==> config.mk <==
export PLATFORM = sky130hd
export DESIGN_NAME = mavlink_v1_frame_encoder_top
export DESIGN_NICKNAME = d
export VERILOG_FILES = /design/src/mlv1e_pkg.sv /design/src/mavlink_v1_frame_encoder_top.sv /design/src/mlv1e_front.sv /design/src/mlv1e_queue.sv /design/src/mlv1e_back.sv
export VERILOG_INCLUDE_DIRS = /design/src /design/src/src
export SDC_FILE = /design/constraint.sdc
export NUM_CORES = 1
export LEC_CHECK = 0
export BUFFER_PORTS_ARGS = -buffer_cell sky130_fd_sc_hd__buf_4
export CAP_MARGIN = 20
export CORE_ASPECT_RATIO = 1.5
export CORE_MARGIN = 3
export CORE_UTILIZATION = 60
export CTS_BUF_LIST = sky130_fd_sc_hd__clkbuf_16
export CTS_CLUSTER_SIZE = 30
export DETAILED_ROUTE_END_ITERATION = 6
export PLACE_DENSITY = 0.81
export SETUP_SLACK_MARGIN = 0.05
export SLEW_MARGIN = 20
export SYNTH_ARGS = -nofsm -noshare
export SYNTH_HDL_FRONTEND = slang
export SYNTH_SLANG_ARGS = --single-unit
==> constraint.sdc <==
create_clock -name clk_i -period 3.7 [get_ports clk_i]
set_input_delay 0.37 -clock clk_i [delete_from_list [all_inputs] [get_ports clk_i]]
set_output_delay 0.37 -clock clk_i [all_outputs]
set_load 0.005 [all_outputs]
==> src/mavlink_v1_frame_encoder_top_defines.svh <==
// Assertion helpers shared by the encoder modules.
// Both sample on clk_i and stay quiet while rst_ni is low.
`ifndef MAVLINK_V1_FRAME_ENCODER_TOP_DEFINES_SVH
`define MAVLINK_V1_FRAME_ENCODER_TOP_DEFINES_SVH

// Property must hold at every clock edge.
`define ASSERT_CLK(label, prop, msg) \
  label: assert property (@(posedge clk_i) disable iff (!rst_ni) (prop)) else $error(msg);

// Condition must never be seen at a clock edge.
`define ASSERT_NEVER(label, cond, msg) \
  label: assert property (@(posedge clk_i) disable iff (!rst_ni) !(cond)) else $error(msg);

`endif

==> src/mlv1e_pkg.sv <==
package mlv1e_pkg;

  localparam logic [7:0]  STX_V1   = 8'hFE;
  localparam logic [15:0] CRC_INIT = 16'hFFFF;

  typedef enum logic [0:0] {
    REG_SYSTEM_ID    = 1'b0,
    REG_COMPONENT_ID = 1'b1
  } reg_index_e;

  // One classified item on its way to the byte sequencer.
  typedef struct packed {
    logic       is_start;
    logic       has_data;
    logic       close;
    logic [7:0] len;
    logic [7:0] msg;
    logic [7:0] seq;
    logic [7:0] data;
    logic [7:0] extra;
  } cmd_t;

  typedef enum logic [3:0] {
    ST_HEAD,
    ST_STX,
    ST_LEN,
    ST_SEQ,
    ST_SYS,
    ST_COMP,
    ST_MSG,
    ST_DATA,
    ST_CRCL,
    ST_CRCH
  } step_e;

  // CRC-16/MCRF4XX, one byte.
  function automatic logic [15:0] crc_step(input logic [15:0] crc, input logic [7:0] b);
    logic [7:0] t;
    t = b ^ crc[7:0];
    t = t ^ {t[3:0], 4'b0000};
    return {8'h00, crc[15:8]} ^ {t, 8'h00} ^ {5'b00000, t, 3'b000} ^ {12'h000, t[7:4]};
  endfunction

endpackage

==> src/mavlink_v1_frame_encoder_top.sv <==
// MAVLink v1 frame encoder. A start item (frame_start_i high) opens a frame and yields
// the six header bytes, the first payload byte when the length is nonzero, and the
// two CRC bytes when the frame closes with it; each later item yields one payload
// byte, plus the CRC pair on the last one. Items with no frame open are dropped.
// Input items are taken one per cycle while the queue has room, into a queue of
// QueueDepth classified items; frame bytes leave through one output register at one
// byte per cycle while out_ready_i is high, so a start item yields 7 to 9 bytes and a
// payload item 1 or 3, and that byte count sets the sustained input rate. Write
// system_id (index 0) and component_id (index 1) only while the block is idle.
module mavlink_v1_frame_encoder_top import mlv1e_pkg::*; #(
  parameter int unsigned QueueDepth = 2
) (
  input  logic       clk_i,
  input  logic       rst_ni,
  input  logic       cfg_valid_i,
  output logic       cfg_ready_o,
  input  logic [0:0] cfg_index_i,
  input  logic [7:0] cfg_data_i,
  input  logic       in_valid_i,
  output logic       in_ready_o,
  input  logic       frame_start_i,
  input  logic [7:0] message_id_i,
  input  logic [7:0] payload_length_i,
  input  logic [7:0] crc_extra_byte_i,
  input  logic [7:0] data_byte_i,
  output logic       out_valid_o,
  input  logic       out_ready_i,
  output logic [7:0] frame_byte_o,
  output logic       end_of_frame_o,
  output logic       end_of_run_o
);

  logic push, pop, q_full, q_empty;
  cmd_t push_cmd, head_cmd;

  mlv1e_front u_front (
    .clk_i            (clk_i),
    .rst_ni           (rst_ni),
    .in_valid_i       (in_valid_i),
    .in_ready_o       (in_ready_o),
    .frame_start_i    (frame_start_i),
    .message_id_i     (message_id_i),
    .payload_length_i (payload_length_i),
    .crc_extra_byte_i (crc_extra_byte_i),
    .data_byte_i      (data_byte_i),
    .q_full_i         (q_full),
    .push_o           (push),
    .cmd_o            (push_cmd)
  );

  mlv1e_queue #(
    .Depth (QueueDepth)
  ) u_queue (
    .clk_i   (clk_i),
    .rst_ni  (rst_ni),
    .push_i  (push),
    .cmd_i   (push_cmd),
    .full_o  (q_full),
    .empty_o (q_empty),
    .pop_i   (pop),
    .head_o  (head_cmd)
  );

  mlv1e_back u_back (
    .clk_i          (clk_i),
    .rst_ni         (rst_ni),
    .cfg_valid_i    (cfg_valid_i),
    .cfg_ready_o    (cfg_ready_o),
    .cfg_index_i    (cfg_index_i),
    .cfg_data_i     (cfg_data_i),
    .q_empty_i      (q_empty),
    .head_i         (head_cmd),
    .pop_o          (pop),
    .out_valid_o    (out_valid_o),
    .out_ready_i    (out_ready_i),
    .frame_byte_o   (frame_byte_o),
    .end_of_frame_o (end_of_frame_o),
    .end_of_run_o   (end_of_run_o)
  );

endmodule

==> src/mlv1e_front.sv <==
module mlv1e_front import mlv1e_pkg::*; (
  input  logic       clk_i,
  input  logic       rst_ni,
  input  logic       in_valid_i,
  output logic       in_ready_o,
  input  logic       frame_start_i,
  input  logic [7:0] message_id_i,
  input  logic [7:0] payload_length_i,
  input  logic [7:0] crc_extra_byte_i,
  input  logic [7:0] data_byte_i,
  input  logic       q_full_i,
  output logic       push_o,
  output cmd_t       cmd_o
);

  logic [7:0] seq_q, seq_d;
  logic [7:0] rem_q, rem_d;
  logic [7:0] extra_q, extra_d;
  logic       open_q, open_d;
  logic       accept;

  assign in_ready_o = !q_full_i;
  assign accept     = in_valid_i && in_ready_o;

  always_comb begin
    seq_d   = seq_q;
    rem_d   = rem_q;
    extra_d = extra_q;
    open_d  = open_q;
    push_o  = 1'b0;

    cmd_o.is_start = frame_start_i;
    cmd_o.has_data = frame_start_i ? (payload_length_i != 8'd0) : 1'b1;
    cmd_o.close    = frame_start_i ? (payload_length_i <= 8'd1) : (rem_q == 8'd1);
    cmd_o.len      = payload_length_i;
    cmd_o.msg      = message_id_i;
    cmd_o.seq      = seq_q;
    cmd_o.data     = data_byte_i;
    cmd_o.extra    = frame_start_i ? crc_extra_byte_i : extra_q;

    if (accept) begin
      if (frame_start_i) begin
        push_o  = 1'b1;
        seq_d   = seq_q + 8'd1;
        extra_d = crc_extra_byte_i;
        rem_d   = (payload_length_i != 8'd0) ? payload_length_i - 8'd1 : 8'd0;
        open_d  = payload_length_i > 8'd1;
      end else if (open_q) begin
        push_o = 1'b1;
        rem_d  = rem_q - 8'd1;
        open_d = rem_q != 8'd1;
      end
      // drop a byte with no frame open
    end
  end

  always_ff @(posedge clk_i or negedge rst_ni) begin
    if (!rst_ni) begin
      seq_q   <= 8'd0;
      rem_q   <= 8'd0;
      extra_q <= 8'd0;
      open_q  <= 1'b0;
    end else begin
      seq_q   <= seq_d;
      rem_q   <= rem_d;
      extra_q <= extra_d;
      open_q  <= open_d;
    end
  end

endmodule

==> src/mlv1e_queue.sv <==
`include "mavlink_v1_frame_encoder_top_defines.svh"

module mlv1e_queue import mlv1e_pkg::*; #(
  parameter int unsigned Depth = 2
) (
  input  logic clk_i,
  input  logic rst_ni,
  input  logic push_i,
  input  cmd_t cmd_i,
  output logic full_o,
  output logic empty_o,
  input  logic pop_i,
  output cmd_t head_o
);

  localparam int unsigned PtrW = (Depth > 1) ? $clog2(Depth) : 1;
  localparam int unsigned CntW = $clog2(Depth + 1);

  cmd_t            mem_q [Depth];
  logic [PtrW-1:0] wr_ptr_q, rd_ptr_q;
  logic [CntW-1:0] count_q;

  assign full_o  = count_q == CntW'(Depth);
  assign empty_o = count_q == '0;
  assign head_o  = mem_q[rd_ptr_q];

  always_ff @(posedge clk_i) begin
    if (push_i) begin
      mem_q[wr_ptr_q] <= cmd_i;
    end
  end

  always_ff @(posedge clk_i or negedge rst_ni) begin
    if (!rst_ni) begin
      wr_ptr_q <= '0;
      rd_ptr_q <= '0;
      count_q  <= '0;
    end else begin
      if (push_i) begin
        wr_ptr_q <= (wr_ptr_q == PtrW'(Depth - 1)) ? '0 : wr_ptr_q + 1'b1;
      end
      if (pop_i) begin
        rd_ptr_q <= (rd_ptr_q == PtrW'(Depth - 1)) ? '0 : rd_ptr_q + 1'b1;
      end
      if (push_i && !pop_i) begin
        count_q <= count_q + 1'b1;
      end else if (pop_i && !push_i) begin
        count_q <= count_q - 1'b1;
      end
    end
  end

  `ASSERT_NEVER(q_no_overflow_a, push_i && full_o && !pop_i, "queue push while full")
  `ASSERT_CLK(q_count_bound_a, count_q <= CntW'(Depth), "queue count beyond depth")

endmodule

==> src/mlv1e_back.sv <==
`include "mavlink_v1_frame_encoder_top_defines.svh"

module mlv1e_back import mlv1e_pkg::*; (
  input  logic       clk_i,
  input  logic       rst_ni,
  input  logic       cfg_valid_i,
  output logic       cfg_ready_o,
  input  logic [0:0] cfg_index_i,
  input  logic [7:0] cfg_data_i,
  input  logic       q_empty_i,
  input  cmd_t       head_i,
  output logic       pop_o,
  output logic       out_valid_o,
  input  logic       out_ready_i,
  output logic [7:0] frame_byte_o,
  output logic       end_of_frame_o,
  output logic       end_of_run_o
);

  step_e       step_q, step_d, cur, nxt;
  logic [15:0] crc_q, crc_d, crc_upd;
  logic [7:0]  sys_q, comp_q;
  logic [7:0]  crc_in, byte_out;
  logic        done, load;
  logic        out_valid_q;
  logic [7:0]  byte_q;
  logic        eof_q, eor_q;

  assign cfg_ready_o = 1'b1;

  always_ff @(posedge clk_i or negedge rst_ni) begin
    if (!rst_ni) begin
      sys_q  <= 8'd1;
      comp_q <= 8'd1;
    end else if (cfg_valid_i) begin
      if (cfg_index_i == REG_SYSTEM_ID) begin
        sys_q <= cfg_data_i;
      end else begin
        comp_q <= cfg_data_i;
      end
    end
  end

  // Advance one frame byte whenever an item waits and the output register is free or being taken.
  assign load  = !q_empty_i && (!out_valid_q || out_ready_i);
  assign pop_o = load && done;

  always_comb begin
    cur = step_q;
    if (step_q == ST_HEAD) begin
      cur = head_i.is_start ? ST_STX : ST_DATA;
    end
    nxt    = ST_HEAD;
    done   = 1'b0;
    crc_in = head_i.data;
    case (cur)
      ST_STX: begin
        crc_in = STX_V1;
        nxt    = ST_LEN;
      end
      ST_LEN: begin
        crc_in = head_i.len;
        nxt    = ST_SEQ;
      end
      ST_SEQ: begin
        crc_in = head_i.seq;
        nxt    = ST_SYS;
      end
      ST_SYS: begin
        crc_in = sys_q;
        nxt    = ST_COMP;
      end
      ST_COMP: begin
        crc_in = comp_q;
        nxt    = ST_MSG;
      end
      ST_MSG: begin
        crc_in = head_i.msg;
        nxt    = head_i.has_data ? ST_DATA : ST_CRCL;
      end
      ST_DATA: begin
        crc_in = head_i.data;
        nxt    = head_i.close ? ST_CRCL : ST_HEAD;
        done   = !head_i.close;
      end
      ST_CRCL: begin
        crc_in = head_i.extra;
        nxt    = ST_CRCH;
      end
      ST_CRCH: begin
        done = 1'b1;
      end
      default: begin
        done = 1'b1;
      end
    endcase
  end

  assign crc_upd = crc_step(crc_q, crc_in);

  always_comb begin
    byte_out = crc_in;
    crc_d    = crc_q;
    step_d   = step_q;
    if (cur == ST_CRCL) begin
      byte_out = crc_upd[7:0];
    end else if (cur == ST_CRCH) begin
      byte_out = crc_q[15:8];
    end
    if (load) begin
      step_d = done ? ST_HEAD : nxt;
      if (cur == ST_STX || cur == ST_CRCH) begin
        crc_d = CRC_INIT;
      end else begin
        crc_d = crc_upd;
      end
    end
  end

  always_ff @(posedge clk_i or negedge rst_ni) begin
    if (!rst_ni) begin
      step_q      <= ST_HEAD;
      crc_q       <= CRC_INIT;
      out_valid_q <= 1'b0;
    end else begin
      step_q <= step_d;
      crc_q  <= crc_d;
      if (load) begin
        out_valid_q <= 1'b1;
      end else if (out_ready_i) begin
        out_valid_q <= 1'b0;
      end
    end
  end

  always_ff @(posedge clk_i) begin
    if (load) begin
      byte_q <= byte_out;
      eof_q  <= cur == ST_CRCH;
      eor_q  <= done;
    end
  end

  assign out_valid_o    = out_valid_q;
  assign frame_byte_o   = byte_q;
  assign end_of_frame_o = eof_q;
  assign end_of_run_o   = eor_q;

  `ASSERT_CLK(eof_ends_run_a, out_valid_q && eof_q |-> eor_q, "end of frame not last of item")
  `ASSERT_NEVER(pop_when_empty_a, pop_o && q_empty_i, "pop from empty queue")

endmodule
[Word level (Yosys, flattened, before mapping)]
Memory sizes are Yosys's and may differ from the RTL's.
Cells that the tools add are included.
Widths: inputs -> output; s select.
Word-level totals
  bits in registers: 76
  bits in latches: 0
  bits in writable memories: 86
  memory bits (read-only): 0
  word-level logic and storage cells: 97
  memories: 1
Cells by class
  add/sub/neg operators: 7
  multipliers: 0
  divide/modulo/power cells: 0
  $lt $le $gt $ge: 2
  equality and inequality tests: 12
  shift-type cells: 0
  muxes and demuxes: 30
  bitwise logic cells: 6
  reduce and logical (&&, ||, !) cells: 24
Memories
  u_queue.mem_q: words 2, width 43, read ports 1, clocked after memory_dff 0, write ports 1, line mlv1e_queue.sv:19  | cmd_t mem_q [Depth];
Operators with widths (number)
  $pmux 8 s7: 1
  $mux 8: 6
  $pmux 4 s8: 1
  $eq 4x3->1 const B: 4
  $mux 16: 1
  $mux 4: 4
  $sub 8x1->8 const B: 2
  $xor 16x11->16: 1
  $xor 16x4->16: 1
  $xor 8x16->16: 1
  $xor 8x8->8: 2
  $mux 1: 13
  $add 8x1->8 const B: 1
  $eq 4x2->1 const B: 2
  $eq 4x4->1 const B: 2
  $eq 8x1->1 const B: 1
  $gt 8x1->1 const B: 1
  $le 8x1->1 const B: 1
  $ne 8x1->1 const B: 1
  $reduce_and 2->1: 4
  $reduce_bool 8->1: 1
  $reduce_or 7->1: 1
  $logic_not 1->1: 6
  $reduce_bool 2->1: 3
  13 further kinds: 20

[Longest topological paths before layout]
An unclocked memory read counts as a cell.
  word-level depth: 11
  depth in mapped cells: 12
  depth with buffers taken out: 10

[Modules after synthesis]
A second synthesis with hierarchy kept.
Second synthesis, totals
  cells, all modules: 621
  area total of the unflattened synthesis: 8165.3 um^2
Modules (own cells, without submodules)
  mlv1e_queue: instances 1, cells an instance 150, area an instance 3490.8 um^2, sequential area each 2682.6 um^2
  mlv1e_back: instances 1, cells an instance 275, area an instance 2926.6 um^2, sequential area each 1248.7 um^2
  mlv1e_front: instances 1, cells an instance 196, area an instance 1747.9 um^2, sequential area each 625.6 um^2

[Worst setup path after synthesis]
Ideal clock, no wire load.
  path type: flip-flop to flip-flop
  from: reg u_queue.count_q[0]
  to: mem u_queue.mem_q[0][0] in the netlist's numbering, enable pin
  library setup time: 0.444 ns
  arrival: 2.773 ns
  data required time: 3.256 ns
  path slack: 0.484 ns
  cell stages (with the launch flop): 5
  path buffers: 1
  period minus slack after synthesis: 3.216 ns
  path through: dfrtp_1 nand2b_1 o211ai_1 clkbuf_1 nor2_1
Between the ends
  word-level cells in the longest chain between the ends: 6
Ends and longest elaborated chain
  from (decl): line mlv1e_queue.sv:21  | logic [CntW-1:0] count_q;
  from (signal assigned): line mlv1e_queue.sv:46  | count_q <= count_q + 1'b1;
  from (signal assigned): line mlv1e_queue.sv:48  | count_q <= count_q - 1'b1;
  $eq 2x2->1: line mlv1e_queue.sv:23  | assign full_o = count_q == CntW'(Depth);
  $logic_not 1->1: line mlv1e_front.sv:22  | assign in_ready_o = !q_full_i;
  via in_ready_o: line mavlink_v1_frame_encoder_top.sv:20  | output logic in_ready_o,
  $logic_and 1x1->1: line mlv1e_front.sv:23  | assign accept = in_valid_i && in_ready_o;
  $mux 1: line mlv1e_front.sv:41  | if (accept) begin
  $mux 1: line mlv1e_queue.sv:28  | if (push_i) begin
  $mux 1 (not written as such): line mlv1e_queue.sv:29  | mem_q[wr_ptr_q] <= cmd_i;
  to (decl): line mlv1e_queue.sv:19
The timed path passes the listed nets, and every way through them passes these cells.

[Worst setup path in the final report]
  from: reg u_queue.rd_ptr_q
  to: reg u_back.byte_q[1] (netlist: u_back.frame_byte_o[1]), data pin
Between the ends
  word-level cells in the longest chain between the ends: 9
  elaborated cells between the ends (all ways): 17
Ends and longest elaborated chain
  from (decl): line mlv1e_queue.sv:20  | logic [PtrW-1:0] wr_ptr_q, rd_ptr_q;
  from (signal assigned): line mlv1e_queue.sv:43  | rd_ptr_q <= (rd_ptr_q == PtrW'(Depth - 1)) ? '0 : rd_ptr_q + 1'b1;
  $mem_v2 2x43 *
  $mux 3: line mlv1e_back.sv:51  | cur = head_i.is_start ? ST_STX : ST_DATA;
  $mux 4: line mlv1e_back.sv:50  | if (step_q == ST_HEAD) begin
  $eq 4x4->1, or another cell as far along: line mlv1e_back.sv:56, mlv1e_back.sv:105
  $pmux 8 s7: line mlv1e_back.sv:56  | case (cur)
  $xor 8x8->8: line mlv1e_pkg.sv:39  | t = b ^ crc[7:0];
  $xor 8x8->8: line mlv1e_pkg.sv:40  | t = t ^ {t[3:0], 4'b0000};
  $xor 16x4->16: line mlv1e_pkg.sv:41  | return {8'h00, crc[15:8]} ^ {t, 8'h00} ^ {5'b00000, t, 3'b000} ^ {12'h000, t[7:4]};
  $mux 8 *: line mlv1e_back.sv:105  | if (cur == ST_CRCL) begin
  via u_back.byte_out[1]: line mlv1e_back.sv:23  | logic [7:0] crc_in, byte_out;
  to (signal assigned): line mlv1e_back.sv:138  | byte_q <= byte_out;
  to (decl): line mlv1e_back.sv:26  | logic [7:0] byte_q;
The timed path passes the listed nets; every way through them passes the cells marked *.
A chain may end at the register's enable or synchronous reset.

==> results.tsv <==
metric	value	unit
run status	finished, final reports clean	
Vias	4825	
post_cts resized	0	
DRC violations left	0	
f_max	0.296	GHz
area share of the leading cell type in the synthesized netlist	39.0	%
slew of the pin with the lowest slew margin	1.03	ns
largest area contributor in the netlist	edfxtp_1	
worst-path fanout max	43	
Die Span Y	142	um
clock-pin slew on the worst setup and hold paths	0.07	ns
fin crit period	3.37	ns
most frequent cells in the layout	edfxtp_1 (96), buf_4 (68), dfrtp_1 (47)	
die width	96.6	um
total grt overflow	0	
CP endpoint kind	flip-flop	
DRT Wirelength	16600	um
Synth Cell Area	7390	sq um
commonest non-fill, non-tap cell in the layout	edfxtp_1	
routed length per instance	21.0	um
worst skew pair latency	0.43	ns
Worst path most repeated cell	xnor2_1	
Syn Nets	619	
Hold Fails Final Rpt	0	
critical path's slowest cell	a2111oi_1	
number of synthesized flops with an enable pin	96	
CP max stage delay	0.60	ns
fin. max-slew vios	0	
# diodes	0	
Async S/R FF share, synth	40.7	%
gpl congestion	0.931	
Max-slew headroom	31.2	%
Fin Setup TNS	0	ns
Tot GR Track Use	25.3	%
Starting Density	61.5	%
Clock Sinks	162	
# setup viols final	0	
fin crit share	91.2	%
Mapped Cells	565	
vias per cell	6.12	
Int Pwr	0.00511	W
global-route wire length before repair	26800	um
final worst-path setup slack	0.326	ns
I/O Buffers	58	
post-synthesis sequential area ratio	61.7	%
core box area	12000	sq um
CTS tree	yes	
Logic pwr share	42.1	%
NetSw	0.00326	W
Final Skew	0.0105	ns
I/O pin total	60	
die area	13700	sq um
Syn Area/Cell	13.1	sq um
MaxCap Viol Count	0	
H-tree depth	4	
vias in the first global route	4965	
sequential share of power	37.6	%
crit path launch type	flip-flop	
Leak	3.31	nW
Synth area leaders	edfxtp_1 (39%), dfrtp_1 (16%), dfstp_2 (6.4%), mux2_2 (5.6%), mux2i_1 (4.7%)	
register area	4560	sq um
placed inst area	7970	sq um
TritonRoute pass-1 iters	7	
Setup WS pre-CTS	0.445	ns
Peak VDD IR	0.639	mV
TritonCTS Buffers	17	
area grow syn2layout	15.7	%
Post-DP HPWL	11300	um
largest net degree at the start of global routing	67	
RSZ-0062 raised after global routing	no	
nets	676	
critical path class	flip-flop to flip-flop	
switching share of power	38.9	%
Min-Delay Path Class	primary input to asynchronous set/reset pin	
fill count	821	
Max Buffers Root-to-Sink	2	
Critical Path, Cell by Cell	buf_4, mux2i_1, o22ai_1, a2111oi_1, xnor2_1, xnor2_1, xor2_1, o221ai_1	
row cnt	49	
final instance area	8550	sq um
multi-input logic area	2650	sq um
antenna viol nets, final	0	
number of synthesized register bits	162	
WP data required	3.84	ns
fraction of layout cells with a size suffix above 1	27.4	%
Root Buffer	clkbuf_16	
Synth Warn #	0	
Setup Fix Bufs, Post-CTS	0	
clock share of power	20.4	%
WHS	0.0440	ns
PwrDens	978	nW/um^2
initial antenna violation count	0	
Unique masters post-synth	62	
Top FF cell, synth	edfxtp_1	
Iter 0 DRT Violations	303	
Post-CTS Hold Buffers	0	
crit path DAT	3.52	ns
==> Yosys cell counts (6+ instances only) <==
cell type   n
edfxtp_1   96
dfrtp_1    48
nor2_1     40
mux2_2     37
mux2i_1    35
nand2_1    34
a21oi_1    29
o21ai_0    26
xnor2_1    25
dfstp_2    18
clkbuf_1   17
inv_1      14
nor3_1     13
o22ai_1    12
xor2_1     12
buf_2       9
ha_1        7
nand3_1     7
o211ai_1    6
==> path summary, 6_finish.rpt <==
path                                    startpoint                endpoint  slack (ns)  cells past startpoint
min in group clk_i                 message_id_i[4]    u_queue.mem_q[0][28]        0.12                      1
worst max register to register    u_queue.rd_ptr_q  u_back.frame_byte_o[1]        0.33                      8
max in group asynchronous                   rst_ni        u_queue.rd_ptr_q        2.99                      1
worst min-delay path                        rst_ni         u_back.sys_q[3]        0.04                      1
worst max-delay path              u_queue.rd_ptr_q  u_back.frame_byte_o[1]        0.33                      8
worst min register to register  u_front.extra_q[4]      u_front.extra_q[4]        0.51                      1
==> kinds of logic after synthesis <==
family                   share of synthesized area, %
AO/OA/AOI/OAI                                    10.2
XOR/XNOR                                         5.49
adder cells (fa/ha/maj)                          1.19
buffers and inverters                            2.59
flip-flops                                       61.7
multiplexers                                     10.6
other                                          0.0507
AND/OR/NAND/NOR                                  8.21
==> cell type report <==
cell class	count	share of cell area (%)
Clock inverter	15	1.89
Timing Repair Buffer	68	5.97
Inverter	15	0.658
Clock buffer	17	4.97
Multi-Input combinational cell	358	31.0
Tap cell	153	2.24
Sequential cell	162	53.3
==> state kept, by name, summed over array words and instances, names as in the netlist <==
name / cells
u_queue.mem_q: 86
u_back.crc_q: 16
u_back.comp_q: 8
u_back.frame_byte_o: 8
u_back.sys_q: 8
u_front.extra_q: 8
u_front.rem_q: 8
u_front.seq_q: 8
u_back.step_q: 4
u_queue.count_q: 2
u_back.end_of_frame_o: 1
u_back.end_of_run_o: 1
u_back.out_valid_o: 1
u_front.open_q: 1
u_queue.rd_ptr_q: 1
u_queue.wr_ptr_q: 1
==> metrics by stage <==
stage / util (%) / std cells / total power, W
6_report: 71.2 / 788 / 0.00837
5_1_grt: 71.2 / 788 / 0.00883
4_1_cts: 71.2 / 788 / 0.00837
3_5_place_dp: 66.3 / 756 / 0.00661
3_3_place_gp: 66.3 / 756 / 0.00646
2_1_floorplan: - / 565 / 0.00564
==> worst max-delay path: cells and delay by family (launching register included) <==
family	cells	cell delay, ns
AOI/OAI and AO/OA	3	0.94
xor gates and xnor gates	3	0.81
buffers and inverters	1	0.56
DFF	1	0.38
muxes	1	0.36
==> layer usage <==
metal  share of wire, %  global-route usage, %
met5                  0                      0
met4                4.2                   13.0
met3                4.4                   4.28
met2                 54                   45.4
met1                 37                   29.2
==> power groups by stage <==
| stage | clock [W] | combinational [W] | sequential, W |
|---|---|---|---|
| final | 0.00170 | 0.00352 | 0.00314 |
| after global routing | 0.00181 | 0.00382 | 0.00320 |
| after CTS | 0.00173 | 0.00351 | 0.00313 |
| after detailed placement | 0 | 0.00346 | 0.00315 |
| after global placement | 0 | 0.00335 | 0.00311 |
| after floorplan | 0 | 0.00266 | 0.00299 |
(Power assumes the default switching activity.)
